File: src/hw/rtl/rts_pkg.sv
// shared types, codes and helpers for the record table sort/search block
`timescale 1ns / 1ps
package rts_pkg;

    localparam int DEPTH_DEF        = 16;
    localparam int STRING_CHARS_DEF = 15;
    localparam int STR_W            = 128;

    localparam logic [2:0] FN_LIST        = 3'd0;
    localparam logic [2:0] FN_INSERT      = 3'd1;
    localparam logic [2:0] FN_FIND_SUR    = 3'd2;
    localparam logic [2:0] FN_FIND_GIVEN  = 3'd3;
    localparam logic [2:0] FN_FIND_PHONE  = 3'd4;
    localparam logic [2:0] FN_SORT_PHONE  = 3'd5;
    localparam logic [2:0] FN_UPDATE      = 3'd6;
    localparam logic [2:0] FN_SORT_SUR    = 3'd7;

    localparam logic [1:0] STAT_OK     = 2'd0;
    localparam logic [1:0] STAT_FULL   = 2'd1;
    localparam logic [1:0] STAT_MISS   = 2'd2;
    localparam logic [1:0] STAT_BADPOS = 2'd3;

    typedef struct packed {
        logic [STR_W-1:0] surname;
        logic [STR_W-1:0] given;
        logic [STR_W-1:0] phone;
    } rec_t;

    localparam int REC_W = $bits(rec_t);

    typedef struct packed {
        logic [2:0] func;
        rec_t       rec;
        logic [4:0] pos;
    } op_t;

    typedef struct packed {
        logic       valid;
        logic [4:0] id;
        rec_t       rec;
        logic [1:0] status;
        logic       last;
    } res_t;

    typedef enum logic [3:0] {
        ST_IDLE,
        ST_DECODE,
        ST_L_RD,
        ST_L_OUT,
        ST_S_RD,
        ST_S_CMP,
        ST_S_END,
        ST_SK_RD,
        ST_SK_LAT,
        ST_SX_CMP,
        ST_SK_WR,
        ST_U_WR
    } state_t;

    // keep the first chars bytes, clear everything from the first zero byte on
    function automatic logic [STR_W-1:0] canon_str(input logic [STR_W-1:0] s, input int chars);
        logic [STR_W-1:0] r;
        logic             ended;
        logic [7:0]       c;
        r     = '0;
        ended = 1'b0;
        for (int b = 0; b < 16; b++)
        begin
            c = s[STR_W-1-8*b -: 8];
            if (b >= chars || c == 8'd0)
            begin
                ended = 1'b1;
            end
            r[STR_W-1-8*b -: 8] = ended ? 8'd0 : c;
        end
        return r;
    endfunction

    function automatic logic [STR_W-1:0] find_field(input rec_t r, input logic [2:0] fn);
        logic [STR_W-1:0] f;
        case (fn)
            FN_FIND_SUR:   f = r.surname;
            FN_FIND_GIVEN: f = r.given;
            default:       f = r.phone;
        endcase
        return f;
    endfunction

    function automatic logic [STR_W-1:0] sort_key(input rec_t r, input logic [2:0] fn);
        return (fn == FN_SORT_PHONE) ? r.phone : r.surname;
    endfunction

endpackage

File: src/hw/rtl/rts_ctrl.sv
// operation sequencer: list, insert, search, exchange sort and update over the record ram
`timescale 1ns / 1ps
module rts_ctrl import rts_pkg::*; #(
    parameter int DEPTH = DEPTH_DEF,
    localparam int AW = (DEPTH > 1) ? $clog2(DEPTH) : 1,
    localparam int CW = $clog2(DEPTH + 1)
) (
    input  logic          clk,
    input  logic          rst_n,
    input  logic          accept,
    input  op_t           op,
    output logic          busy,
    output res_t          res,
    output logic          ram_we,
    output logic [AW-1:0] ram_waddr,
    output rec_t          ram_wdata,
    output logic [AW-1:0] ram_raddr,
    input  rec_t          ram_rdata
);

    localparam int IW = CW + 6;

    state_t          state_reg, state_next;
    logic [CW-1:0]   count_reg, count_next;
    logic [CW-1:0]   i_reg, i_next;
    logic [CW-1:0]   k_reg, k_next;
    rec_t            rec_reg, rec_next;
    logic            pend_reg, pend_next;
    logic [CW-1:0]   pidx_reg, pidx_next;
    res_t            res_reg, res_next;

    logic [CW-1:0]   i_inc, k_inc;
    logic [IW-1:0]   pos_w, count_w, posm1_w;

    assign i_inc   = CW'(i_reg + 1'b1);
    assign k_inc   = CW'(k_reg + 1'b1);
    assign pos_w   = IW'(op.pos);
    assign count_w = IW'(count_reg);
    assign posm1_w = IW'(pos_w - 1'b1);

    function automatic logic [4:0] id_of(input logic [CW-1:0] idx);
        logic [IW-1:0] w;
        w = IW'(IW'(idx) + 1'b1);
        return w[4:0];
    endfunction

    always_ff @(posedge clk or negedge rst_n)
    begin
        if (!rst_n)
        begin
            state_reg <= ST_IDLE;
            count_reg <= '0;
            pend_reg  <= 1'b0;
            res_reg   <= '0;
        end
        else
        begin
            state_reg <= state_next;
            count_reg <= count_next;
            pend_reg  <= pend_next;
            res_reg   <= res_next;
        end
    end

    always_ff @(posedge clk)
    begin
        i_reg          <= i_next;
        k_reg          <= k_next;
        rec_reg        <= rec_next;
        pidx_reg       <= pidx_next;
    end

    always_comb
    begin
        state_next = state_reg;
        count_next = count_reg;
        i_next     = i_reg;
        k_next     = k_reg;
        rec_next   = rec_reg;
        pend_next  = pend_reg;
        pidx_next  = pidx_reg;
        res_next       = res_reg;
        res_next.valid = 1'b0;
        ram_we     = 1'b0;
        ram_waddr  = i_reg[AW-1:0];
        ram_wdata  = rec_reg;
        ram_raddr  = i_reg[AW-1:0];

        case (state_reg)
            ST_IDLE:
            begin
                if (accept)
                begin
                    state_next = ST_DECODE;
                end
            end

            ST_DECODE:
            begin
                i_next     = '0;
                k_next     = '0;
                pend_next  = 1'b0;
                state_next = ST_IDLE;
                case (op.func)
                    FN_LIST:
                    begin
                        if (count_reg == '0)
                        begin
                            res_next = '{1'b1, 5'd0, '0, STAT_MISS, 1'b1};
                        end
                        else
                        begin
                            state_next = ST_L_RD;
                        end
                    end
                    FN_INSERT:
                    begin
                        if (count_w >= IW'(DEPTH))
                        begin
                            res_next = '{1'b1, 5'd0, '0, STAT_FULL, 1'b1};
                        end
                        else
                        begin
                            ram_we     = 1'b1;
                            ram_waddr  = count_reg[AW-1:0];
                            ram_wdata  = op.rec;
                            count_next = CW'(count_reg + 1'b1);
                            res_next   = '{1'b1, id_of(count_reg), op.rec, STAT_OK, 1'b1};
                        end
                    end
                    FN_FIND_SUR, FN_FIND_GIVEN, FN_FIND_PHONE:
                    begin
                        state_next = ST_S_RD;
                    end
                    FN_SORT_PHONE, FN_SORT_SUR:
                    begin
                        state_next = ST_SK_RD;
                    end
                    default:
                    begin
                        if (pos_w == '0 || pos_w > count_w)
                        begin
                            res_next = '{1'b1, 5'd0, '0, STAT_BADPOS, 1'b1};
                        end
                        else
                        begin
                            ram_raddr  = posm1_w[AW-1:0];
                            state_next = ST_U_WR;
                        end
                    end
                endcase
            end

            ST_L_RD:
            begin
                state_next = ST_L_OUT;
            end

            ST_L_OUT:
            begin
                res_next = '{1'b1, id_of(i_reg), ram_rdata, STAT_OK, (i_inc == count_reg)};
                i_next   = i_inc;
                if (i_inc == count_reg)
                begin
                    state_next = ST_IDLE;
                end
                else
                begin
                    ram_raddr  = i_inc[AW-1:0];
                    state_next = ST_L_OUT;
                end
            end

            ST_S_RD:
            begin
                if (i_reg >= count_reg)
                begin
                    state_next = ST_S_END;
                end
                else
                begin
                    state_next = ST_S_CMP;
                end
            end

            ST_S_CMP:
            begin
                if (find_field(ram_rdata, op.func) == find_field(op.rec, op.func))
                begin
                    if (pend_reg)
                    begin
                        res_next = '{1'b1, id_of(pidx_reg), rec_reg, STAT_OK, 1'b0};
                    end
                    rec_next  = ram_rdata;
                    pidx_next = i_reg;
                    pend_next = 1'b1;
                end
                i_next     = i_inc;
                ram_raddr  = i_inc[AW-1:0];
                state_next = ST_S_RD;
            end

            ST_S_END:
            begin
                if (pend_reg)
                begin
                    res_next = '{1'b1, id_of(pidx_reg), rec_reg, STAT_OK, 1'b1};
                end
                else
                begin
                    res_next = '{1'b1, 5'd0, '0, STAT_MISS, 1'b1};
                end
                pend_next  = 1'b0;
                state_next = ST_IDLE;
            end

            ST_SK_RD:
            begin
                if (k_reg >= count_reg)
                begin
                    res_next   = '{1'b1, 5'd0, '0, STAT_OK, 1'b1};
                    state_next = ST_IDLE;
                end
                else
                begin
                    ram_raddr  = k_reg[AW-1:0];
                    state_next = ST_SK_LAT;
                end
            end

            ST_SK_LAT:
            begin
                rec_next = ram_rdata;
                if (k_inc < count_reg)
                begin
                    ram_raddr  = k_inc[AW-1:0];
                    i_next     = k_inc;
                    state_next = ST_SX_CMP;
                end
                else
                begin
                    state_next = ST_SK_WR;
                end
            end

            ST_SX_CMP:
            begin
                if (sort_key(rec_reg, op.func) > sort_key(ram_rdata, op.func))
                begin
                    ram_we    = 1'b1;
                    ram_waddr = i_reg[AW-1:0];
                    ram_wdata = rec_reg;
                    rec_next  = ram_rdata;
                end
                if (i_inc < count_reg)
                begin
                    ram_raddr = i_inc[AW-1:0];
                    i_next    = i_inc;
                end
                else
                begin
                    state_next = ST_SK_WR;
                end
            end

            ST_SK_WR:
            begin
                ram_we     = 1'b1;
                ram_waddr  = k_reg[AW-1:0];
                ram_wdata  = rec_reg;
                k_next     = k_inc;
                state_next = ST_SK_RD;
            end

            ST_U_WR:
            begin
                ram_we     = 1'b1;
                ram_waddr  = posm1_w[AW-1:0];
                ram_wdata  = '{ram_rdata.surname, op.rec.given, ram_rdata.phone};
                res_next   = '{1'b1, op.pos, ram_wdata, STAT_OK, 1'b1};
                state_next = ST_IDLE;
            end

            default:
            begin
                state_next = ST_IDLE;
            end
        endcase
    end

    assign busy = (state_reg != ST_IDLE);
    assign res  = res_reg;

    a_err_is_last: assert property (@(posedge clk) disable iff (!rst_n)
        (res_reg.valid && res_reg.status != STAT_OK) |-> res_reg.last)
        else $error("error result not marked last");

    a_no_write_idle: assert property (@(posedge clk) disable iff (!rst_n)
        !(ram_we && state_reg == ST_IDLE))
        else $error("ram write while idle");

    a_count_bound: assert property (@(posedge clk) disable iff (!rst_n)
        IW'(count_reg) <= IW'(DEPTH))
        else $error("record count beyond depth");

    a_count_step: assert property (@(posedge clk) disable iff (!rst_n)
        (count_reg != $past(count_reg)) |-> (IW'(count_reg) == IW'($past(count_reg)) + 1'b1))
        else $error("record count jumped");

    a_write_in_range: assert property (@(posedge clk) disable iff (!rst_n)
        ram_we |-> (IW'(ram_waddr) < IW'(DEPTH)))
        else $error("ram write out of range");

endmodule

File: config.mk
export PLATFORM = sky130hd
export DESIGN_NAME = rts_ctrl
export DESIGN_NICKNAME = d
export VERILOG_FILES = /design/src/hw/rtl/rts_pkg.sv /design/src/hw/rtl/rts_ctrl.sv
export SDC_FILE = /design/constraint.sdc
export NUM_CORES = 2
export LEC_CHECK = 0
export ABC_CLOCK_PERIOD_IN_PS = 51400
export BUFFER_PORTS_ARGS = -buffer_cell sky130_fd_sc_hd__buf_2
export CORE_AREA = 2 2 609 611
export DETAILED_ROUTE_END_ITERATION = 12
export DIE_AREA = 0 0 611 613
export GPL_ROUTABILITY_DRIVEN = 0
export GPL_TIMING_DRIVEN = 0
export PLACE_DENSITY_LB_ADDON = 0.12
export SETUP_SLACK_MARGIN = 0.5
export SYNTH_ARGS = -nofsm -noshare
export SYNTH_HDL_FRONTEND = slang
export SYNTH_SLANG_ARGS = --single-unit
File: constraint.sdc
create_clock -name clk -period 51.4 [get_ports clk]
set_clock_uncertainty 0.15 [all_clocks]
set_input_delay 10.28 -clock clk [delete_from_list [all_inputs] [get_ports clk]]
set_output_delay 10.28 -clock clk [all_outputs]
set_load 0.05 [all_outputs]
# == Yosys cells after proc, flatten, opt, wreduce, memory -nomap -nowiden ==
# Index checks and enable logic that the tools add are counted.
# word_totals
input_bits,779
out_inout_bits,787
elab_cells,137
regBits,802
# classes
muxes,51
n_reduce_logical,25
n_lt_le_gt_ge,7
n_bitwise,1
n_eq_ne,30
add_sub_neg,7
# ops
cell,n
case mux 393 bit (6 select lines),1
two-way mux 393 bit,5
two-way mux 384 bit,4
case mux 393 bit (3 select lines),1
case mux 384 bit (3 select lines),1
two-way mux 392 bit,2
case mux 384 bit (2 select lines),1
two-way mux 128 bit,4
case mux 128 bit (2 select lines),2
== test 128 bit,1
> comparator 128 bit,1
two-way mux 4 bit,12
case mux 4 bit (10 select lines),1
adder 5 x 1 -> 5 bit (second input constant),6
case mux 4 bit (6 select lines),1
case mux 5 bit (4 select lines),1
inequality test 2 bit (second input constant),9
== test 4 x 3 -> 1 bit (second input constant),4
== test 4 bit (second input constant),4
case mux 4 bit (4 select lines),1
case mux 4 bit (3 select lines),1
zero test 11 bit,1
>= comparator 5 bit,2
< comparator 5 bit,2
other kinds (33),53

# == Longest topological paths before layout ==
# logic_depth
word_depth,6
depth_mapped,20
ltp_nobuf,13

# == Worst setup path after synthesis ==
# Ideal clock, no wire load.
# synth_path
path_type,in2reg
startpoint,input op[389] (netlist name)
endpoint,register rec_reg[0] (netlist name) (enable)
required_time_ns,49.913
path_slack_ns,17.678
setup_time_ns,1.337
stages,20
n_path_buf,8
arrival_time_ns,32.235
cell_sequence,buf_4 -> buf_6 -> buf_6 -> buf_4 -> buf_2 -> buf_2 -> nand3b_1 -> clkbuf_1 -> clkbuf_1 -> mux2_2 -> ha_1 -> and4_1 -> nor4bb_1 -> nand4_1 -> or3_1 -> nand4b_1 -> a211oi_1 -> o32ai_1 -> a22oi_1 -> a32oi_1
# synth_via
elab_chain_len,6
elab_cells_between_ends,14
cone_classes,order compare: 1; eq/ne: 6; mux: 6; reduce/logical: 1
# synth_rtl
element,line_no,text
start: declaration,rts_ctrl.sv:11,"input op_t op,"
"parallel branches: the longest is 5 deep, another holds > comparator 128 bit",--,
AND reduction 3 bit (no source line) *,--,
end signal: assignment,rts_ctrl.sv:69,rec_reg <= rec_next;
end: declaration,rts_ctrl.sv:27,"rec_t rec_reg, rec_next;"
# Every way passes the cells marked *. The select of a mux whose other input is x is not followed.
# A chain may end at the register's enable or synchronous reset.

# == Worst setup path in the final report ==
# layout_path
startpoint,input op[389] (netlist name)
endpoint,output ram_we
# layout_via
elab_chain_len,5
elab_cells_between_ends,8
cone_classes,order compare: 1; eq/ne: 2; mux: 5
# layout_rtl
element,line_no,text
== test 3 bit,rts_pkg.sv:90,return (fn == FN_SORT_PHONE) ? r.phone : r.surname;
two-way mux 128 bit,rts_pkg.sv:90,
> comparator 128 bit,rts_ctrl.sv:248,"if (sort_key(rec_reg, op.func) > sort_key(ram_rdata, op.func))"
two-way mux 1 bit,rts_ctrl.sv:248,
case mux 1 bit (3 select lines) *,rts_ctrl.sv:89,case (state_reg)
end: declaration,rts_ctrl.sv:14,"output logic ram_we,"
# Every way passes the cells marked *; elsewhere a longest branch is shown, timed or not.

==> flow_summary.json <==
{
  "status": "finished with violations",
  "violations": "capacitance limit, slew limit",
  "netlist_area_um2": 49900,
  "post_cts.repair.setup_buffers": 0,
  "worstRegToRegCells": 18,
  "finalHoldWorstSlack_ns": 0.329,
  "worst_slack_ns": 20.20,
  "placed_cells": 10900,
  "area_growth_pct": 39.9,
  "syn_inst": 4472,
  "crit_path_max_incr_delay_ns": 0.92,
  "fin_tns_setup_ns": 0,
  "drt_iter0_drc": 8802,
  "period_share": 0.607,
  "synth_seq_cells": 802,
  "fp.dieW_um": 611,
  "endpoint_kind": "primary output",
  "coreArea_um2": 368000,
  "start_util": 0.136,
  "critPathRequiredTime_ns": 40.97,
  "viasPerCell": 4.94,
  "clock_path_buffers": 4,
  "synth_ff_type": "dfrtp_1",
  "grtUsageMet3": 0.0729,
  "crit_cells": 21,
  "worst-endpoint-arrival_ns": 20.77,
  "path_clk_slew_ns": 0.07,
  "crit_type": "input pin to primary output",
  "antenna_left": 0,
  "ys_warn_count": 0,
  "final_cell_mix": "1630 x buf_2, 461 x nand2_1, 403 x dfrtp_1, 399 x edfxtp_1, 393 x a221o_1",
  "cts_hold_buf": 0,
  "tightestPinTransition_ns": 1.65,
  "grt_pass1_vias": 53100,
  "fin_cells": 11300,
  "min_period_ns": 31.20,
  "cp_cell_sequence": "buf_4, buf_6, buf_6, buf_4, buf_2, buf_2, nand3b_1, clkbuf_2, clkbuf_2, mux2_2, ha_1, nand4_1, nor4bb_1, nand4_1, or3_1, nand4b_1, a211oi_1, o32ai_1, a22oi_1, o211ai_1, buf_2",
  "synth-edff-count": 399,
  "design.die.area_um2": 375000,
  "clock-root-buffer": "clkbuf_16",
  "clk_latency_ns": 0.94,
  "whs_path_depth": 1,
  "hold_viol_final": 0,
  "hp-class": "flop to flop",
  "yosysSeqAreaShare": 0.442,
  "grt.met2_usage": 0.452,
  "worstSetupStartpointType": "input pin",
  "grt_max_degree": 77,
  "setup_viol": 0,
  "die_y_um": 613,
  "final_net_count": 7159,
  "cts_tree": "done",
  "crit_family": "buffers and inverters",
  "async_flop_share": 0.502,
  "cts_sinks": 802,
  "htreeDepth": 3,
  "post-route-util": 0.190,
  "postPlaceCellArea_um2": 65300,
  "grt_pass1_wl_um": 673000,
  "final_common_cell": "buf_2",
  "row_count": 223,
  "maxSlewViolCount": 49,
  "final_area_um2": 69800,
  "grt.overflow.total": 0,
  "cts_resized": 0,
  "p_total_mw": 3.61,
  "crit_path_top_delay_cell": "buf_2",
  "p_leak_nw": 30.9,
  "powerDensity_nw_per_um2": 51.7,
  "place_ws_ns": 20.21,
  "final_layout_size_suffix_gt1_frac": 0.354,
  "first_pass_iters": 8,
  "gr-usage-met1": 0.360,
  "largest_register_ffs": 393,
  "drc": 0,
  "ir_drop_mv": 0.0298,
  "cts_buffers": 121,
  "ys_types": 70,
  "drv_cap": 6,
  "wl_um": 555000,
  "synth.avg_cell_area_um2": 11.2,
  "pin_count": 1566,
  "wire_per_inst_um": 49.1,
  "relSlewSlack": -0.107,
  "worstPathBufferInverterCount": 9,
  "rsz0062_at_grt": "no",
  "port_buffers": 1563,
  "syn_nets": 5410,
  "max_freq_ghz": 0.0320,
  "grtUsageTotal": 0.284,
  "vias": 55800,
  "hpwl_um": 465000,
  "antenna_found_initial": 349,
  "cp_common_cell": "buf_2",
  "critical_path.max_fanout": 10,
  "busiest_layer": "met2"
}
## cell type report
type                            count  area, um2
Antenna cell                      144        360
Buffer                            370       1870
Clock buffer                      175       3440
Clock inverter                     49        679
Fill cell                       40900     298000
Inverter                          281       1050
Multi-Input combinational cell   3019      25100
Sequential cell                   802      22100
Tap cell                         4837       6050
Timing Repair Buffer             1626       9240
## Yosys cell counts (all sizes together), types with 14 or more instances
master  number  area (um2)
nor3        31         155
nand2b      20         125
inv        280        1050
a221o      393        3930
a21o        41         308
nand4       59         375
xnor2      206        1800
buf        133         912
and3        15        93.8
dfrtp      403       10100
clkbuf     237         890
nand3       46         230
mux2i      255        2550
a222oi     257        2570
or3         14        87.6
o21ai       43         215
a21oi       76         380
mux2       242        2730
nand2      462        1730
xor2        79         692
ha         159        1990
a22o       384        3360
nor4        14         103
edfxtp     399       12000
nor2        54         203
## worst paths after layout
check                              from      endpoint  slack (ns)
min                        rec_reg[117]      res[120]        0.33
max                             op[389]        ram_we       20.20
max reg2reg                 rec_reg[94]  rec_reg[218]       43.43
min in group asynchronous         rst_n      res[236]        9.12
max in group asynchronous         rst_n      res[287]       40.23
min reg2reg                rec_reg[117]      res[120]        0.33
## worst reg2reg max path, stage by stage (launching register included)
cell and delay (ns):
edfxtp_1 0.49, mux2_2 0.32, ha_1 0.31, nand4_1 0.24, nor4bb_1 0.50, nand4_1 0.79, or3_1 0.79, nand4b_1 0.24
a211oi_1 0.14, o32ai_1 0.71, a22oi_1 0.64, a32oi_4 0.88, buf_12 0.27, buf_16 0.22, buf_16 0.18, buf_12 0.21
buf_16 0.20, buf_12 0.22, buf_16 0.21
## cells by family after synthesis
group	synth area share
compound gates	0.235
flops	0.442
simple gates	0.0696
buf+inv	0.0573
mux	0.106
xor+xnor	0.0500
fa+ha+maj	0.0399
## routing by layer
layer / share of wire / vias up
li1: - / 21500
met1: 0.41 / 29500
met2: 0.45 / 3897
met3: 0.086 / 901
met4: 0.053 / 42
met5: 0.00048 / -
## report_power, final
part / internal [mW] / switching, mW
combinational: 0.395 / 1.30
sequential: 0.847 / 0.149
clock: 0.533 / 0.389
(Power assumes the default switching activity.)
