**src/hw/rtl/rts_ram.sv**
```systemverilog
// generic single-write, single-read ram with registered read data
`timescale 1ns / 1ps
module rts_ram #(
    parameter int WIDTH = 8,
    parameter int DEPTH = 16
) (
    input  logic                                   clk,
    input  logic                                   we,
    input  logic [(DEPTH > 1 ? $clog2(DEPTH) : 1)-1:0] waddr,
    input  logic [WIDTH-1:0]                       wdata,
    input  logic [(DEPTH > 1 ? $clog2(DEPTH) : 1)-1:0] raddr,
    output logic [WIDTH-1:0]                       rdata
);

    logic [WIDTH-1:0] mem [DEPTH];
    logic [WIDTH-1:0] rdata_reg;

    always_ff @(posedge clk)
    begin
        if (we)
        begin
            mem[waddr] <= wdata;
        end
        rdata_reg <= mem[raddr];
    end

    assign rdata = rdata_reg;

endmodule

```
**config.mk**
```make
export PLATFORM = sky130hd
export DESIGN_NAME = rts_ram
export DESIGN_NICKNAME = d
export VERILOG_FILES = /design/src/hw/rtl/rts_ram.sv
export SDC_FILE = /design/constraint.sdc
export NUM_CORES = 1
export LEC_CHECK = 0
export ABC_CLOCK_PERIOD_IN_PS = 2090
export BUFFER_PORTS_ARGS = -buffer_cell sky130_fd_sc_hd__buf_2
export CORE_MARGIN = 2
export CORE_UTILIZATION = 60
export CTS_BUF_LIST = sky130_fd_sc_hd__clkbuf_2
export DETAILED_ROUTE_END_ITERATION = 8
export PLACE_DENSITY = 0.78
export SKIP_CTS_REPAIR_TIMING = 1
export SLEW_MARGIN = 10
export SYNTH_ARGS = -nofsm -noshare
export SYNTH_HDL_FRONTEND = slang
export SYNTH_SLANG_ARGS = --single-unit
```
**constraint.sdc**
```tcl
create_clock -name clk -period 2.09 [get_ports clk]
set_input_delay 0.209 -clock clk [delete_from_list [all_inputs] [get_ports clk]]
set_output_delay 0.209 -clock clk [all_outputs]
set_load 0.02 [all_outputs]
```
======== Word level (Yosys, flattened, before mapping) ========
Memories as Yosys holds them, arrays and structs flattened. A register that Yosys moved wholly into a read port is not among the register bits.
Index checks and enable logic that the tools add are counted.
word-level totals
  register bits after elaboration ......... 0
  memory bits (writable) .................. 128
  output and inout bits ................... 8
  word-level logic and storage cells ...... 3
  memories ................................ 1
operators by class
  muxes and demuxes ....................... 2
memory list
  name  depth  width  rd ports  clocked after memory_dff  write ports  RTL line  RTL
  mem   16     8      1         1                         1            15        logic [WIDTH-1:0] mem [DEPTH];
operators with widths
  kind               count
  two-way mux 1 bit  2

======== Depth between registers and ports, before layout ========
Gate-level depths: netlist of run 1.
  word-level depth ........................ 2
  depth in mapped cells ................... 5
  depth with buffers taken out ............ 3

======== Least setup slack after synthesis of run 1 ========
OpenSTA, ideal clock, no wires.
  path type ............................... input -> register
  start ................................... input port waddr[2] (netlist name)
  end ..................................... memory mem[0][0], enable pin
  arrival ................................. 1.319 ns
  data required time ...................... 1.707 ns
  path slack .............................. 0.388 ns
  cell stages on the path ................. 2
  cell sequence ........................... or3b_2 > nor3_1
RTL lines
  item         RTL line  RTL
  from (decl)  9         input logic [(DEPTH > 1 ? $clog2(DEPTH) : 1)-1:0] waddr,
  to (decl)    15
Straight into the memory's write port.

======== Worst setup path after layout of run 1 ========
  start ................................... register rdata_reg[7] (netlist: rdata[7]), read port of mem
  end ..................................... output port rdata[7]
RTL lines
  item         RTL line  RTL
  from (decl)  16        logic [WIDTH-1:0] rdata_reg;
  to (decl)    12        output logic [WIDTH-1:0] rdata
No word-level cell between the ends.

==> run_summary.xml, run 1 <==
<?xml version="1.0" encoding="UTF-8"?>
<metrics>
  <group name="status">
    <metric name="run_status" unit="">finished clean</metric>
  </group>
  <group name="critical_path">
    <metric name="timing.rr.end" unit="">rdata[1]</metric>
    <metric name="regToRegSetupSlack" unit="ns">0.70</metric>
    <metric name="slowest_delay" unit="ns">0.38</metric>
    <metric name="worstReg2RegStart" unit="">mem[1][1]</metric>
    <metric name="worstPathMaxFanout" unit="">1</metric>
    <metric name="timing.critical_path.to_type" unit="">output pin</metric>
    <metric name="critical-path-top-delay-family" unit="">flip-flops</metric>
    <metric name="timing.critical_path.arrival" unit="ns">1.20</metric>
    <metric name="setup.worst_path.start" unit="">rdata[7]</metric>
    <metric name="worstPathRequired" unit="ns">1.88</metric>
    <metric name="criticalPathCategory" unit="">reg -&gt; out</metric>
    <metric name="critPathCapture" unit="">rdata[7]</metric>
    <metric name="cp_cell_sequence" unit="">buf_2</metric>
    <metric name="worstPathBufferInverterCount" unit="">1</metric>
    <metric name="cp.depth" unit="">1</metric>
    <metric name="slowest_stage" unit="">sky130_fd_sc_hd__dfxtp_1</metric>
    <metric name="timing.critical_path.from_type" unit="">flip-flop</metric>
    <metric name="timing.reg2reg.worst_path_depth" unit="">3</metric>
  </group>
  <group name="sta">
    <metric name="grt_setup_unrepaired" unit="">no</metric>
    <metric name="final_hold_violating_endpoints" unit="">0</metric>
    <metric name="setup_ws" unit="ns">0.680</metric>
    <metric name="slew-limit-headroom" unit="%">53.3</metric>
    <metric name="final_min_period_over_clock_period" unit="%">67.5</metric>
    <metric name="timing.setup.tns" unit="ns">0</metric>
    <metric name="final_max_slew_viol_count" unit="">0</metric>
    <metric name="setup_violations" unit="">0</metric>
    <metric name="clock.fmax" unit="GHz">0.709</metric>
    <metric name="worst_pin_slew" unit="ns">0.699</metric>
    <metric name="min_period" unit="ns">1.41</metric>
    <metric name="clock_skew" unit="ns">0.0355</metric>
  </group>
  <group name="pwr">
    <metric name="cellInternalPower" unit="W">0.00409</metric>
    <metric name="total_power" unit="W">0.00518</metric>
    <metric name="sequentialPowerShare" unit="%">59.1</metric>
    <metric name="pwr-share-comb" unit="%">6.0</metric>
    <metric name="p_clk_share" unit="%">34.9</metric>
    <metric name="power_per_cell_area" unit="mW/mm^2">883</metric>
    <metric name="switching_share" unit="%">21.1</metric>
    <metric name="power_switching" unit="W">0.00109</metric>
    <metric name="vdd_ir_drop_max" unit="mV">0.455</metric>
    <metric name="leakagePower" unit="nW">2.01</metric>
  </group>
  <group name="final_layout">
    <metric name="largest_reg_flops" unit="">128</metric>
    <metric name="layout.nets" unit="">308</metric>
    <metric name="final.fill_count" unit="">509</metric>
    <metric name="mostFrequentLayoutCells" unit="">sky130_fd_sc_hd__edfxtp_1, sky130_fd_sc_hd__buf_2, sky130_fd_sc_hd__clkbuf_2, sky130_fd_sc_hd__mux4_2, sky130_fd_sc_hd__buf_4</metric>
    <metric name="area.growth.synth_to_final" unit="%">13.9</metric>
    <metric name="multi_input_combinational_cell_area" unit="mm^2">0.00106</metric>
    <metric name="final_layout_size_suffix_gt1_share" unit="%">30.7</metric>
    <metric name="commonest_non_fill_non_tap_cell_in_the_layout" unit="">sky130_fd_sc_hd__edfxtp_1</metric>
    <metric name="sequential_standard_cell_area" unit="mm^2">0.00400</metric>
  </group>
  <group name="cts">
    <metric name="h_tree_depth_reported_by_cts" unit="">4</metric>
    <metric name="cts_num_sinks" unit="">136</metric>
    <metric name="cts-buffers-inserted" unit="">17</metric>
    <metric name="root_buffer" unit="">sky130_fd_sc_hd__clkbuf_2</metric>
    <metric name="cts.clk_slew.worst_paths" unit="ns">0.18</metric>
    <metric name="cts.path.max_buffers" unit="">2</metric>
    <metric name="clk_latency" unit="ns">0.64</metric>
    <metric name="tritoncts" unit="">yes</metric>
  </group>
  <group name="global_route">
    <metric name="grt_pass1_wl" unit="um">14400</metric>
    <metric name="global_route.overflow_total" unit="">0</metric>
    <metric name="grt_antenna_before_repair" unit="">1</metric>
    <metric name="globalRouteTotalUtil" unit="%">21.3</metric>
    <metric name="grt_pass1_vias" unit="">2524</metric>
    <metric name="grt_max_degree" unit="">33</metric>
  </group>
  <group name="drt">
    <metric name="count_of_vias_placed_by_the_detailed_router" unit="">2477</metric>
    <metric name="wl_per_cell" unit="um">22.8</metric>
    <metric name="drt_iter0_drc" unit="">257</metric>
    <metric name="ant_nets" unit="">0</metric>
    <metric name="remaining_drc_errors" unit="">0</metric>
    <metric name="vias_per_cell" unit="">6.06</metric>
    <metric name="drtPass1Iterations" unit="">5</metric>
    <metric name="drt_wl_total" unit="um">9320</metric>
  </group>
  <group name="synth">
    <metric name="yosys_register_bits" unit="">136</metric>
    <metric name="synth_top_cell_area_share" unit="%">74.7</metric>
    <metric name="synth_nets" unit="">247</metric>
    <metric name="synth.largest_area_cell" unit="">sky130_fd_sc_hd__edfxtp_1</metric>
    <metric name="yosys_warnings" unit="">0</metric>
    <metric name="post_synth_inst_count" unit="">229</metric>
    <metric name="synth_cell_types" unit="">19</metric>
    <metric name="synth.avg_cell_area" unit="um^2">22.5</metric>
    <metric name="synth.area.top_cells" unit="">sky130_fd_sc_hd__edfxtp_1, sky130_fd_sc_hd__mux4_2, sky130_fd_sc_hd__mux4_1, sky130_fd_sc_hd__dfxtp_1, sky130_fd_sc_hd__a22oi_1</metric>
    <metric name="synth.cell_area" unit="mm^2">0.00515</metric>
    <metric name="seq_area_frac_synth" unit="%">77.8</metric>
  </group>
  <group name="placement">
    <metric name="place.gp.congestion" unit="">0.763</metric>
    <metric name="preCtsSetupSlack" unit="ns">0.408</metric>
    <metric name="port_buffers" unit="">25</metric>
    <metric name="final_hpwl_dp" unit="um">5810</metric>
  </group>
  <group name="die">
    <metric name="floorplan.die_area" unit="mm^2">0.00934</metric>
    <metric name="std_cell_rows" unit="">33</metric>
    <metric name="start_util" unit="%">62.3</metric>
    <metric name="fp.coreArea" unit="mm^2">0.00826</metric>
    <metric name="die_y" unit="um">96.6</metric>
    <metric name="die_width" unit="um">96.6</metric>
    <metric name="boundaryPins" unit="">26</metric>
  </group>
  <group name="flow_run">
    <metric name="cap_viol_max_count" unit="">0</metric>
  </group>
  <group name="min_path">
    <metric name="hp-class" unit="">in -&gt; reg</metric>
  </group>
</metrics>
[per-stage QoR]
| step | std cells | instance area (um^2) | util [%] | hold WS (ns) |
|---|---|---|---|---|
| after floorplan | 229 | 5150 | - | 0.308 |
| after global placement | 368 | 5490 | 66.4 | 0.596 |
| after detailed placement | 368 | 5490 | 66.4 | 0.613 |
| after CTS | 400 | 5780 | 70.0 | -0.128 |
| after global routing | 409 | 5860 | 71.0 | 0.0293 |
| final | 409 | 5860 | 71.0 | 0.114 |
[area by class of cell]
cell class / count / area share, %
repair buffers: 52 / 6.36
multi-input cells: 83 / 18.0
clock buffers: 19 / 1.62
diodes: 1 / 0.0427
well taps: 105 / 2.24
flip-flops and latches: 136 / 68.3
clock inverters: 13 / 3.44
[Yosys cell counts]
| cell | instances |
|---|---|
| sky130_fd_sc_hd__a22oi_1 | 16 |
| sky130_fd_sc_hd__and2_1 | 1 |
| sky130_fd_sc_hd__and2b_1 | 1 |
| sky130_fd_sc_hd__buf_2 | 3 |
| sky130_fd_sc_hd__buf_4 | 1 |
| sky130_fd_sc_hd__buf_6 | 3 |
| sky130_fd_sc_hd__clkdlybuf4s25_2 | 3 |
| sky130_fd_sc_hd__dfxtp_1 | 8 |
| sky130_fd_sc_hd__edfxtp_1 | 128 |
| sky130_fd_sc_hd__mux4_1 | 14 |
| sky130_fd_sc_hd__mux4_2 | 18 |
| sky130_fd_sc_hd__nand2_1 | 9 |
| sky130_fd_sc_hd__nand2b_1 | 2 |
| sky130_fd_sc_hd__nand3_1 | 1 |
| sky130_fd_sc_hd__nand3b_1 | 2 |
| sky130_fd_sc_hd__nor2_1 | 13 |
| sky130_fd_sc_hd__nor2b_1 | 1 |
| sky130_fd_sc_hd__nor3_1 | 4 |
| sky130_fd_sc_hd__or3b_2 | 1 |
[how the worst min path moves through the flow]
stage / from / to / slack [ns] / depth (start not counted)
finish: waddr[3] / mem[1][1] / 0.11 / 3
global route: waddr[0] / mem[4][3] / 0.03 / 3
CTS: wdata[3] / mem[8][3] / -0.13 / 1
detailed placement: wdata[4] / mem[6][4] / 0.61 / 1
global placement: wdata[5] / mem[6][5] / 0.60 / 1
floorplan: wdata[0] / mem[0][0] / 0.31 / 0
[power groups by stage]
stage	Clock (W)	Combinational [W]	Sequential, W
2_1_floorplan	0	0.000155	0.00314
3_3_place_gp	0	0.000291	0.00312
3_5_place_dp	0	0.000300	0.00312
4_1_cts	0.00183	0.000303	0.00306
5_1_grt	0.00196	0.000334	0.00307
6_report	0.00181	0.000312	0.00306
[logic make-up (layout without fill, tap and decap cells)]
kind of cell	Yosys count	in the layout	share of synthesized area [%]
and+or+nand+nor	35	35	3.18
muxes	32	32	15.0
AOI/OAI and AO/OA	16	16	2.33
other	0	1	0
DFF	136	136	77.8
buffers and inverters	10	84	1.68
[worst reg2reg max path: cells and delay by family (launching register included)]
kind	cells	cell delay (ns)
flops	1	0.42
compound gates	1	0.30
simple gates	1	0.09
mux	1	0.51
[per-layer routing]
layer / track usage [%] / wire length (um) / vias up / share of wire, %
met5: 0 / 0 / - / 0
met4: 7.15 / 120 / 0 / 1.3
met3: 6.07 / 630 / 9 / 6.8
met2: 33.8 / 4800 / 104 / 51
met1: 29.1 / 3770 / 1262 / 40
li1: - / - / 1102 / -
(Power assumes the default switching activity.)
==> run 2, diff against run 1 <==
- ABC_CLOCK_PERIOD_IN_PS: 2090 -> 1400
- clock period: 2.09 -> 1.4 ns (I/O delays scaled with it)
==> run 2 against run 1 <==
First-iteration DRC count down 3.9%. Via count up 2.3%. Utilization up 0.36 points. Critical path type is now reg -> reg. Highest routed layer unchanged.
==> run_summary.xml, run 2 (synthesis gave the netlist of run 1 again) <==
<?xml version="1.0" encoding="UTF-8"?>
<metrics>
  <group name="status">
    <metric name="run_status" unit="">finished clean</metric>
  </group>
  <group name="sta">
    <metric name="final_max_slew_viol_count" unit="">0</metric>
    <metric name="slew-limit-headroom" unit="%">44.2</metric>
    <metric name="setup_ws" unit="ns">0.0470</metric>
    <metric name="setup_violations" unit="">0</metric>
    <metric name="final_hold_violating_endpoints" unit="">0</metric>
    <metric name="final_min_period_over_clock_period" unit="%">96.6</metric>
    <metric name="clock_skew" unit="ns">0.0208</metric>
    <metric name="worst_pin_slew" unit="ns">0.834</metric>
    <metric name="clock.fmax" unit="GHz">0.739</metric>
    <metric name="min_period" unit="ns">1.35</metric>
  </group>
  <group name="global_route">
    <metric name="grt_antenna_before_repair" unit="">0</metric>
    <metric name="global_route.overflow_total" unit="">0</metric>
    <metric name="global_route.peak_usage_layer" unit="">met2</metric>
    <metric name="grtUsageMet2" unit="%">34.2</metric>
    <metric name="globalRouteTotalUtil" unit="%">21.5</metric>
    <metric name="grt_max_degree" unit="">20</metric>
    <metric name="use_met1" unit="%">29.4</metric>
    <metric name="grt_pass1_wl" unit="um">14700</metric>
    <metric name="grt_pass1_vias" unit="">2610</metric>
    <metric name="grt_util_met3" unit="%">4.91</metric>
  </group>
  <group name="die">
    <metric name="die_width" unit="um">96.6</metric>
    <metric name="die_y" unit="um">96.6</metric>
    <metric name="start_util" unit="%">62.3</metric>
    <metric name="std_cell_rows" unit="">33</metric>
    <metric name="floorplan.die_area" unit="mm^2">0.00934</metric>
    <metric name="boundaryPins" unit="">26</metric>
    <metric name="fp.coreArea" unit="mm^2">0.00826</metric>
  </group>
  <group name="final_layout">
    <metric name="layout.nets" unit="">315</metric>
    <metric name="commonest_non_fill_non_tap_cell_in_the_layout" unit="">sky130_fd_sc_hd__edfxtp_1</metric>
    <metric name="largest_reg_flops" unit="">128</metric>
    <metric name="mostFrequentLayoutCells" unit="">sky130_fd_sc_hd__edfxtp_1, sky130_fd_sc_hd__buf_2, sky130_fd_sc_hd__buf_4, sky130_fd_sc_hd__mux4_2, sky130_fd_sc_hd__clkbuf_2</metric>
    <metric name="final.fill_count" unit="">509</metric>
    <metric name="final_layout_size_suffix_gt1_share" unit="%">33.9</metric>
    <metric name="insertedDiodeCount" unit="">0</metric>
    <metric name="postLayoutCellArea" unit="mm^2">0.00589</metric>
    <metric name="final_core_utilization" unit="%">71.4</metric>
    <metric name="area.growth.synth_to_final" unit="%">14.5</metric>
  </group>
  <group name="placement">
    <metric name="place.gp.congestion" unit="">0.769</metric>
    <metric name="final_hpwl_dp" unit="um">6270</metric>
    <metric name="preCtsSetupSlack" unit="ns">-0.112</metric>
    <metric name="post_dp_cell_area" unit="mm^2">0.00556</metric>
    <metric name="port_buffers" unit="">25</metric>
  </group>
  <group name="critical_path">
    <metric name="worstPathRequired" unit="ns">1.92</metric>
    <metric name="criticalPathCategory" unit="">reg -&gt; reg</metric>
    <metric name="timing.critical_path.arrival" unit="ns">1.87</metric>
    <metric name="timing.critical_path.from_type" unit="">flip-flop</metric>
    <metric name="timing.critical_path.to_type" unit="">flip-flop</metric>
    <metric name="worstPathMaxFanout" unit="">1</metric>
    <metric name="regToRegSetupSlack" unit="ns">0.05</metric>
  </group>
  <group name="cts">
    <metric name="h_tree_depth_reported_by_cts" unit="">4</metric>
    <metric name="cts-buffers-inserted" unit="">17</metric>
    <metric name="tritoncts" unit="">yes</metric>
    <metric name="cts_num_sinks" unit="">136</metric>
    <metric name="clk_latency" unit="ns">0.63</metric>
    <metric name="cts.clk_slew.worst_paths" unit="ns">0.19</metric>
    <metric name="cts.path.max_buffers" unit="">2</metric>
    <metric name="root_buffer" unit="">sky130_fd_sc_hd__clkbuf_2</metric>
  </group>
  <group name="drt">
    <metric name="wl_per_cell" unit="um">22.6</metric>
    <metric name="vias_per_cell" unit="">6.11</metric>
    <metric name="ant_nets" unit="">0</metric>
    <metric name="remaining_drc_errors" unit="">0</metric>
    <metric name="drt_wl_total" unit="um">9400</metric>
    <metric name="drt_iter0_drc" unit="">247</metric>
    <metric name="drtPass1Iterations" unit="">4</metric>
    <metric name="count_of_vias_placed_by_the_detailed_router" unit="">2534</metric>
  </group>
  <group name="pwr">
    <metric name="p_clk_share" unit="%">31.3</metric>
    <metric name="power_switching" unit="W">0.00164</metric>
    <metric name="sequentialPowerShare" unit="%">62.1</metric>
    <metric name="pwr-share-comb" unit="%">6.5</metric>
    <metric name="cellInternalPower" unit="W">0.00573</metric>
    <metric name="power_per_cell_area" unit="mW/mm^2">1250</metric>
    <metric name="leakagePower" unit="nW">2.02</metric>
    <metric name="vdd_ir_drop_max" unit="mV">0.781</metric>
    <metric name="switching_share" unit="%">22.3</metric>
  </group>
  <group name="min_path">
    <metric name="hp-class" unit="">in -&gt; reg</metric>
  </group>
  <group name="flow_run">
    <metric name="cap_viol_max_count" unit="">0</metric>
  </group>
</metrics>
==> run 2: cell types whose count changed in the layout (fill, tap and decap cells not counted), moves of 2 or more <==
cell | previous run | this run
sky130_fd_sc_hd__buf_4 | 17 | 23
sky130_fd_sc_hd__a22oi_1 | 16 | 14
sky130_fd_sc_hd__clkinvlp_4 | 1 | 4
sky130_fd_sc_hd__dfxtp_1 | 8 | 5
sky130_fd_sc_hd__bufinv_16 | 5 | 3
sky130_fd_sc_hd__a22oi_2 | 0 | 2
sky130_fd_sc_hd__dfxtp_2 | 0 | 3
sky130_fd_sc_hd__clkbuf_2 | 19 | 17
sky130_fd_sc_hd__clkinv_2 | 2 | 4
==> run 2: critical path: stages (launching register included) <==
cell and delay (ns):
sky130_fd_sc_hd__edfxtp_1 0.41, sky130_fd_sc_hd__mux4_2 0.47, sky130_fd_sc_hd__a22oi_1 0.27, sky130_fd_sc_hd__nand2_1 0.09
==> run 2: power groups by stage <==
stage	sequential (W)	clock [W]	combinational [W]
after detailed placement	0.00467	0	0.000466
after floorplan	0.00469	0	0.000231
after global routing	0.00459	0.00251	0.000521
after global placement	0.00466	0	0.000451
final	0.00458	0.00231	0.000482
after CTS	0.00458	0.00234	0.000467
==> run 2: stage by stage <==
step | hold slack (ns) | TNS, ns | instances | total power, W
6_report | 0.0470 | 0 | 415 | 0.00737
5_1_grt | -0.00613 | -0.00999 | 415 | 0.00762
4_1_cts | -0.176 | 0 | 407 | 0.00739
3_5_place_dp | 0.535 | -0.711 | 375 | 0.00513
3_3_place_gp | 0.523 | -0.481 | 375 | 0.00511
2_1_floorplan | 0.239 | -0.147 | 229 | 0.00492
==> run 2: worst paths after layout <==
check,start,end,depth (start not counted)
max,mem[0][6],rdata[6],3
min,raddr[2],rdata[2],4
max reg2reg,mem[0][6],rdata[6],3
min reg2reg,mem[15][2],rdata[2],3
==> run 2: per-layer routing <==
metal | part of all wire (%) | vias up
li1 | - | 1112
met1 | 40 | 1286
met2 | 52 | 124
met3 | 7.1 | 12
met4 | 1.6 | 0
met5 | 0 | -
==> run 2: final cells by class <==
type,count,area [um^2],area share (%)
clock inverter,15,160,2.72
multi-input combinational,83,1070,18.2
tap,105,131,2.23
clock buffer,17,85.1,1.44
timing repair buffer,59,438,7.43
sequential,136,4010,68.0
==> run 3, diff against run 2 <==
--- a/config.mk
+++ b/config.mk
@@ -11,4 +11,5 @@
 export CORE_UTILIZATION = 60
 export CTS_BUF_LIST = sky130_fd_sc_hd__clkbuf_2
+export CTS_CLUSTER_DIAMETER = 150
 export DETAILED_ROUTE_END_ITERATION = 8
 export PLACE_DENSITY = 0.78
==> constraint.sdc (replaced) <==
create_clock -name clk -period 1.4 [get_ports clk]
set_input_delay 0.28 -clock clk [delete_from_list [all_inputs] [get_ports clk]]
set_output_delay 0.28 -clock clk [all_outputs]
set_load 0.02 [all_outputs]
==> run 3 against run 2 <==
The run now ends with setup timing left. Clock-buffer cell count stayed put. Sequential share of layout area is 2.1 points lower. Fmax is 6.3% lower. Clock power about the same. Cell area grew 3.4%. First-iteration DRC count down 1.2%. Critical path depth is 2 lower. Via count increased by 0.32%. Non-clock buffer count is 7 higher. Largest cell class unchanged.
==> run_summary.xml, run 3 (synthesis gave the netlist of run 1 again) <==
<?xml version="1.0" encoding="UTF-8"?>
<metrics>
  <group name="status">
    <metric name="run_status" unit="">finished with violations</metric>
    <metric name="violations" unit="">setup timing</metric>
  </group>
  <group name="cts">
    <metric name="clk_latency" unit="ns">0.66</metric>
    <metric name="cts-buffers-inserted" unit="">17</metric>
    <metric name="tritoncts" unit="">yes</metric>
    <metric name="root_buffer" unit="">sky130_fd_sc_hd__clkbuf_2</metric>
    <metric name="cts_num_sinks" unit="">136</metric>
    <metric name="cts.path.max_buffers" unit="">2</metric>
    <metric name="h_tree_depth_reported_by_cts" unit="">4</metric>
    <metric name="cts.clk_slew.worst_paths" unit="ns">0.20</metric>
  </group>
  <group name="sta">
    <metric name="clock_skew" unit="ns">0.0339</metric>
    <metric name="final_max_slew_viol_count" unit="">0</metric>
    <metric name="final_hold_violating_endpoints" unit="">0</metric>
    <metric name="grt_setup_unrepaired" unit="">yes</metric>
    <metric name="worst_pin_slew" unit="ns">0.732</metric>
    <metric name="slew-limit-headroom" unit="%">51.1</metric>
    <metric name="setup_violations" unit="">4</metric>
    <metric name="setup_ws" unit="ns">-0.0434</metric>
    <metric name="final_min_period_over_clock_period" unit="%">103</metric>
    <metric name="min_period" unit="ns">1.44</metric>
    <metric name="clock.fmax" unit="GHz">0.693</metric>
  </group>
  <group name="final_layout">
    <metric name="sequential_standard_cell_area" unit="mm^2">0.00401</metric>
    <metric name="final-instance-count-excl-fill" unit="">423</metric>
    <metric name="layout.nets" unit="">322</metric>
    <metric name="area.growth.synth_to_final" unit="%">18.4</metric>
    <metric name="final.fill_count" unit="">471</metric>
    <metric name="multi_input_combinational_cell_area" unit="mm^2">0.00111</metric>
    <metric name="mostFrequentLayoutCells" unit="">sky130_fd_sc_hd__edfxtp_1, sky130_fd_sc_hd__buf_4, sky130_fd_sc_hd__mux4_2, sky130_fd_sc_hd__clkbuf_2, sky130_fd_sc_hd__buf_2</metric>
    <metric name="final_core_utilization" unit="%">73.8</metric>
    <metric name="final_layout_size_suffix_gt1_share" unit="%">39.1</metric>
    <metric name="largest_reg_flops" unit="">128</metric>
    <metric name="commonest_non_fill_non_tap_cell_in_the_layout" unit="">sky130_fd_sc_hd__edfxtp_1</metric>
  </group>
  <group name="placement">
    <metric name="final_hpwl_dp" unit="um">6180</metric>
    <metric name="port_buffers" unit="">25</metric>
    <metric name="place.gp.congestion" unit="">0.733</metric>
    <metric name="placedCellCount" unit="">382</metric>
  </group>
  <group name="drt">
    <metric name="met2WireLength" unit="um">5090</metric>
    <metric name="drtPass1Iterations" unit="">5</metric>
    <metric name="topRoutingLayerUsed" unit="">met4</metric>
    <metric name="ant_nets" unit="">0</metric>
    <metric name="remaining_drc_errors" unit="">0</metric>
    <metric name="vias_per_cell" unit="">6.01</metric>
    <metric name="drt_wl_total" unit="um">9840</metric>
    <metric name="detail_route.wirelength.met1" unit="um">3990</metric>
    <metric name="count_of_vias_placed_by_the_detailed_router" unit="">2542</metric>
    <metric name="wl_met3" unit="um">509</metric>
    <metric name="drt_iter0_drc" unit="">244</metric>
    <metric name="wl_per_cell" unit="um">23.3</metric>
  </group>
  <group name="pwr">
    <metric name="pwr-share-comb" unit="%">7.4</metric>
    <metric name="switching_share" unit="%">22.4</metric>
    <metric name="sequentialPowerShare" unit="%">61.6</metric>
    <metric name="power_per_cell_area" unit="mW/mm^2">1220</metric>
    <metric name="leakagePower" unit="nW">2.09</metric>
    <metric name="power_switching" unit="W">0.00166</metric>
    <metric name="vdd_ir_drop_max" unit="mV">0.636</metric>
    <metric name="p_clk_share" unit="%">31.0</metric>
    <metric name="cellInternalPower" unit="W">0.00578</metric>
  </group>
  <group name="flow_run">
    <metric name="cap_viol_max_count" unit="">0</metric>
  </group>
  <group name="global_route">
    <metric name="globalRouteTotalUtil" unit="%">23.0</metric>
    <metric name="grt_pass1_wl" unit="um">15200</metric>
    <metric name="grt_pass1_vias" unit="">2669</metric>
    <metric name="grt_antenna_before_repair" unit="">1</metric>
    <metric name="grt_max_degree" unit="">22</metric>
    <metric name="global_route.overflow_total" unit="">0</metric>
  </group>
  <group name="die">
    <metric name="floorplan.die_area" unit="mm^2">0.00934</metric>
    <metric name="die_y" unit="um">96.6</metric>
    <metric name="fp.coreArea" unit="mm^2">0.00826</metric>
    <metric name="std_cell_rows" unit="">33</metric>
    <metric name="die_width" unit="um">96.6</metric>
    <metric name="start_util" unit="%">62.3</metric>
    <metric name="boundaryPins" unit="">26</metric>
  </group>
  <group name="critical_path">
    <metric name="worstPathBufferInverterCount" unit="">1</metric>
    <metric name="worstPathMaxFanout" unit="">1</metric>
    <metric name="timing.critical_path.to_type" unit="">output pin</metric>
    <metric name="criticalPathCategory" unit="">reg -&gt; out</metric>
    <metric name="critical-path-top-delay-family" unit="">flip-flops</metric>
    <metric name="timing.critical_path.from_type" unit="">flip-flop</metric>
    <metric name="worstPathRequired" unit="ns">1.12</metric>
    <metric name="timing.critical_path.arrival" unit="ns">1.16</metric>
    <metric name="slowest_stage" unit="">sky130_fd_sc_hd__dfxtp_2</metric>
    <metric name="cp_cell_sequence" unit="">buf_6</metric>
    <metric name="slowest_delay" unit="ns">0.39</metric>
  </group>
  <group name="min_path">
    <metric name="hp-class" unit="">in -&gt; reg</metric>
  </group>
</metrics>
## run 3: cell types whose count changed in the layout (fill, tap and decap cells not counted), moves of 3 or more
cell	change
sky130_fd_sc_hd__dfxtp_2	+5
sky130_fd_sc_hd__buf_2	-8
sky130_fd_sc_hd__buf_6	+8
sky130_fd_sc_hd__buf_4	+3
sky130_fd_sc_hd__nor2_2	+3
sky130_fd_sc_hd__nor2_1	-3
sky130_fd_sc_hd__buf_12	+4
sky130_fd_sc_hd__dfxtp_1	-5
## run 3: power groups by stage
stage / Combinational (W) / Clock, W / Sequential (W)
3_3_place_gp: 0.000475 / 0 / 0.00466
4_1_cts: 0.000496 / 0.00236 / 0.00458
2_1_floorplan: 0.000238 / 0 / 0.00469
5_1_grt: 0.000588 / 0.00253 / 0.00460
3_5_place_dp: 0.000491 / 0 / 0.00466
6_report: 0.000550 / 0.00231 / 0.00459
## run 3: worst paths after layout
kind	from	to	slack, ns	cells after the start
setup / recovery	rdata[2]	rdata[2]	-0.04	1
hold / removal	waddr[1]	mem[0][1]	0.17	3
setup reg to reg	mem[9][5]	rdata[5]	0.01	3
hold reg to reg	mem[10][4]	rdata[4]	0.69	3
## run 3: through the flow
stage          worst slack (ns)  area (um^2)  power [W]  hold WS, ns  TNS [ns]
2_1_floorplan           -0.0165         5190    0.00493        0.379   -0.0929
3_3_place_gp             -0.341         5680    0.00513        0.649     -3.35
3_5_place_dp             -0.333         5680    0.00516        0.664     -5.78
4_1_cts                  -0.180         5930    0.00743      -0.0755    -0.935
5_1_grt                  -0.168         6090    0.00771       0.0784     -1.05
6_report                -0.0434         6090    0.00744        0.173    -0.117
## run 3: final cells by class
| cell class | instances | area share [%] |
|---|---|---|
| multi-input combinational | 83 | 18.2 |
| clock inverter | 15 | 2.63 |
| antenna | 1 | 0.0411 |
| timing repair buffer | 66 | 9.69 |
| sequential | 136 | 65.9 |
| clock buffer | 17 | 1.40 |
| tap | 105 | 2.16 |
## run 3: per-layer routing
metal | track usage [%] | up-vias
met5 | 0 | -
met4 | 9.10 | 0
met3 | 6.94 | 20
met2 | 36.6 | 99
met1 | 30.2 | 1296
li1 | - | 1127
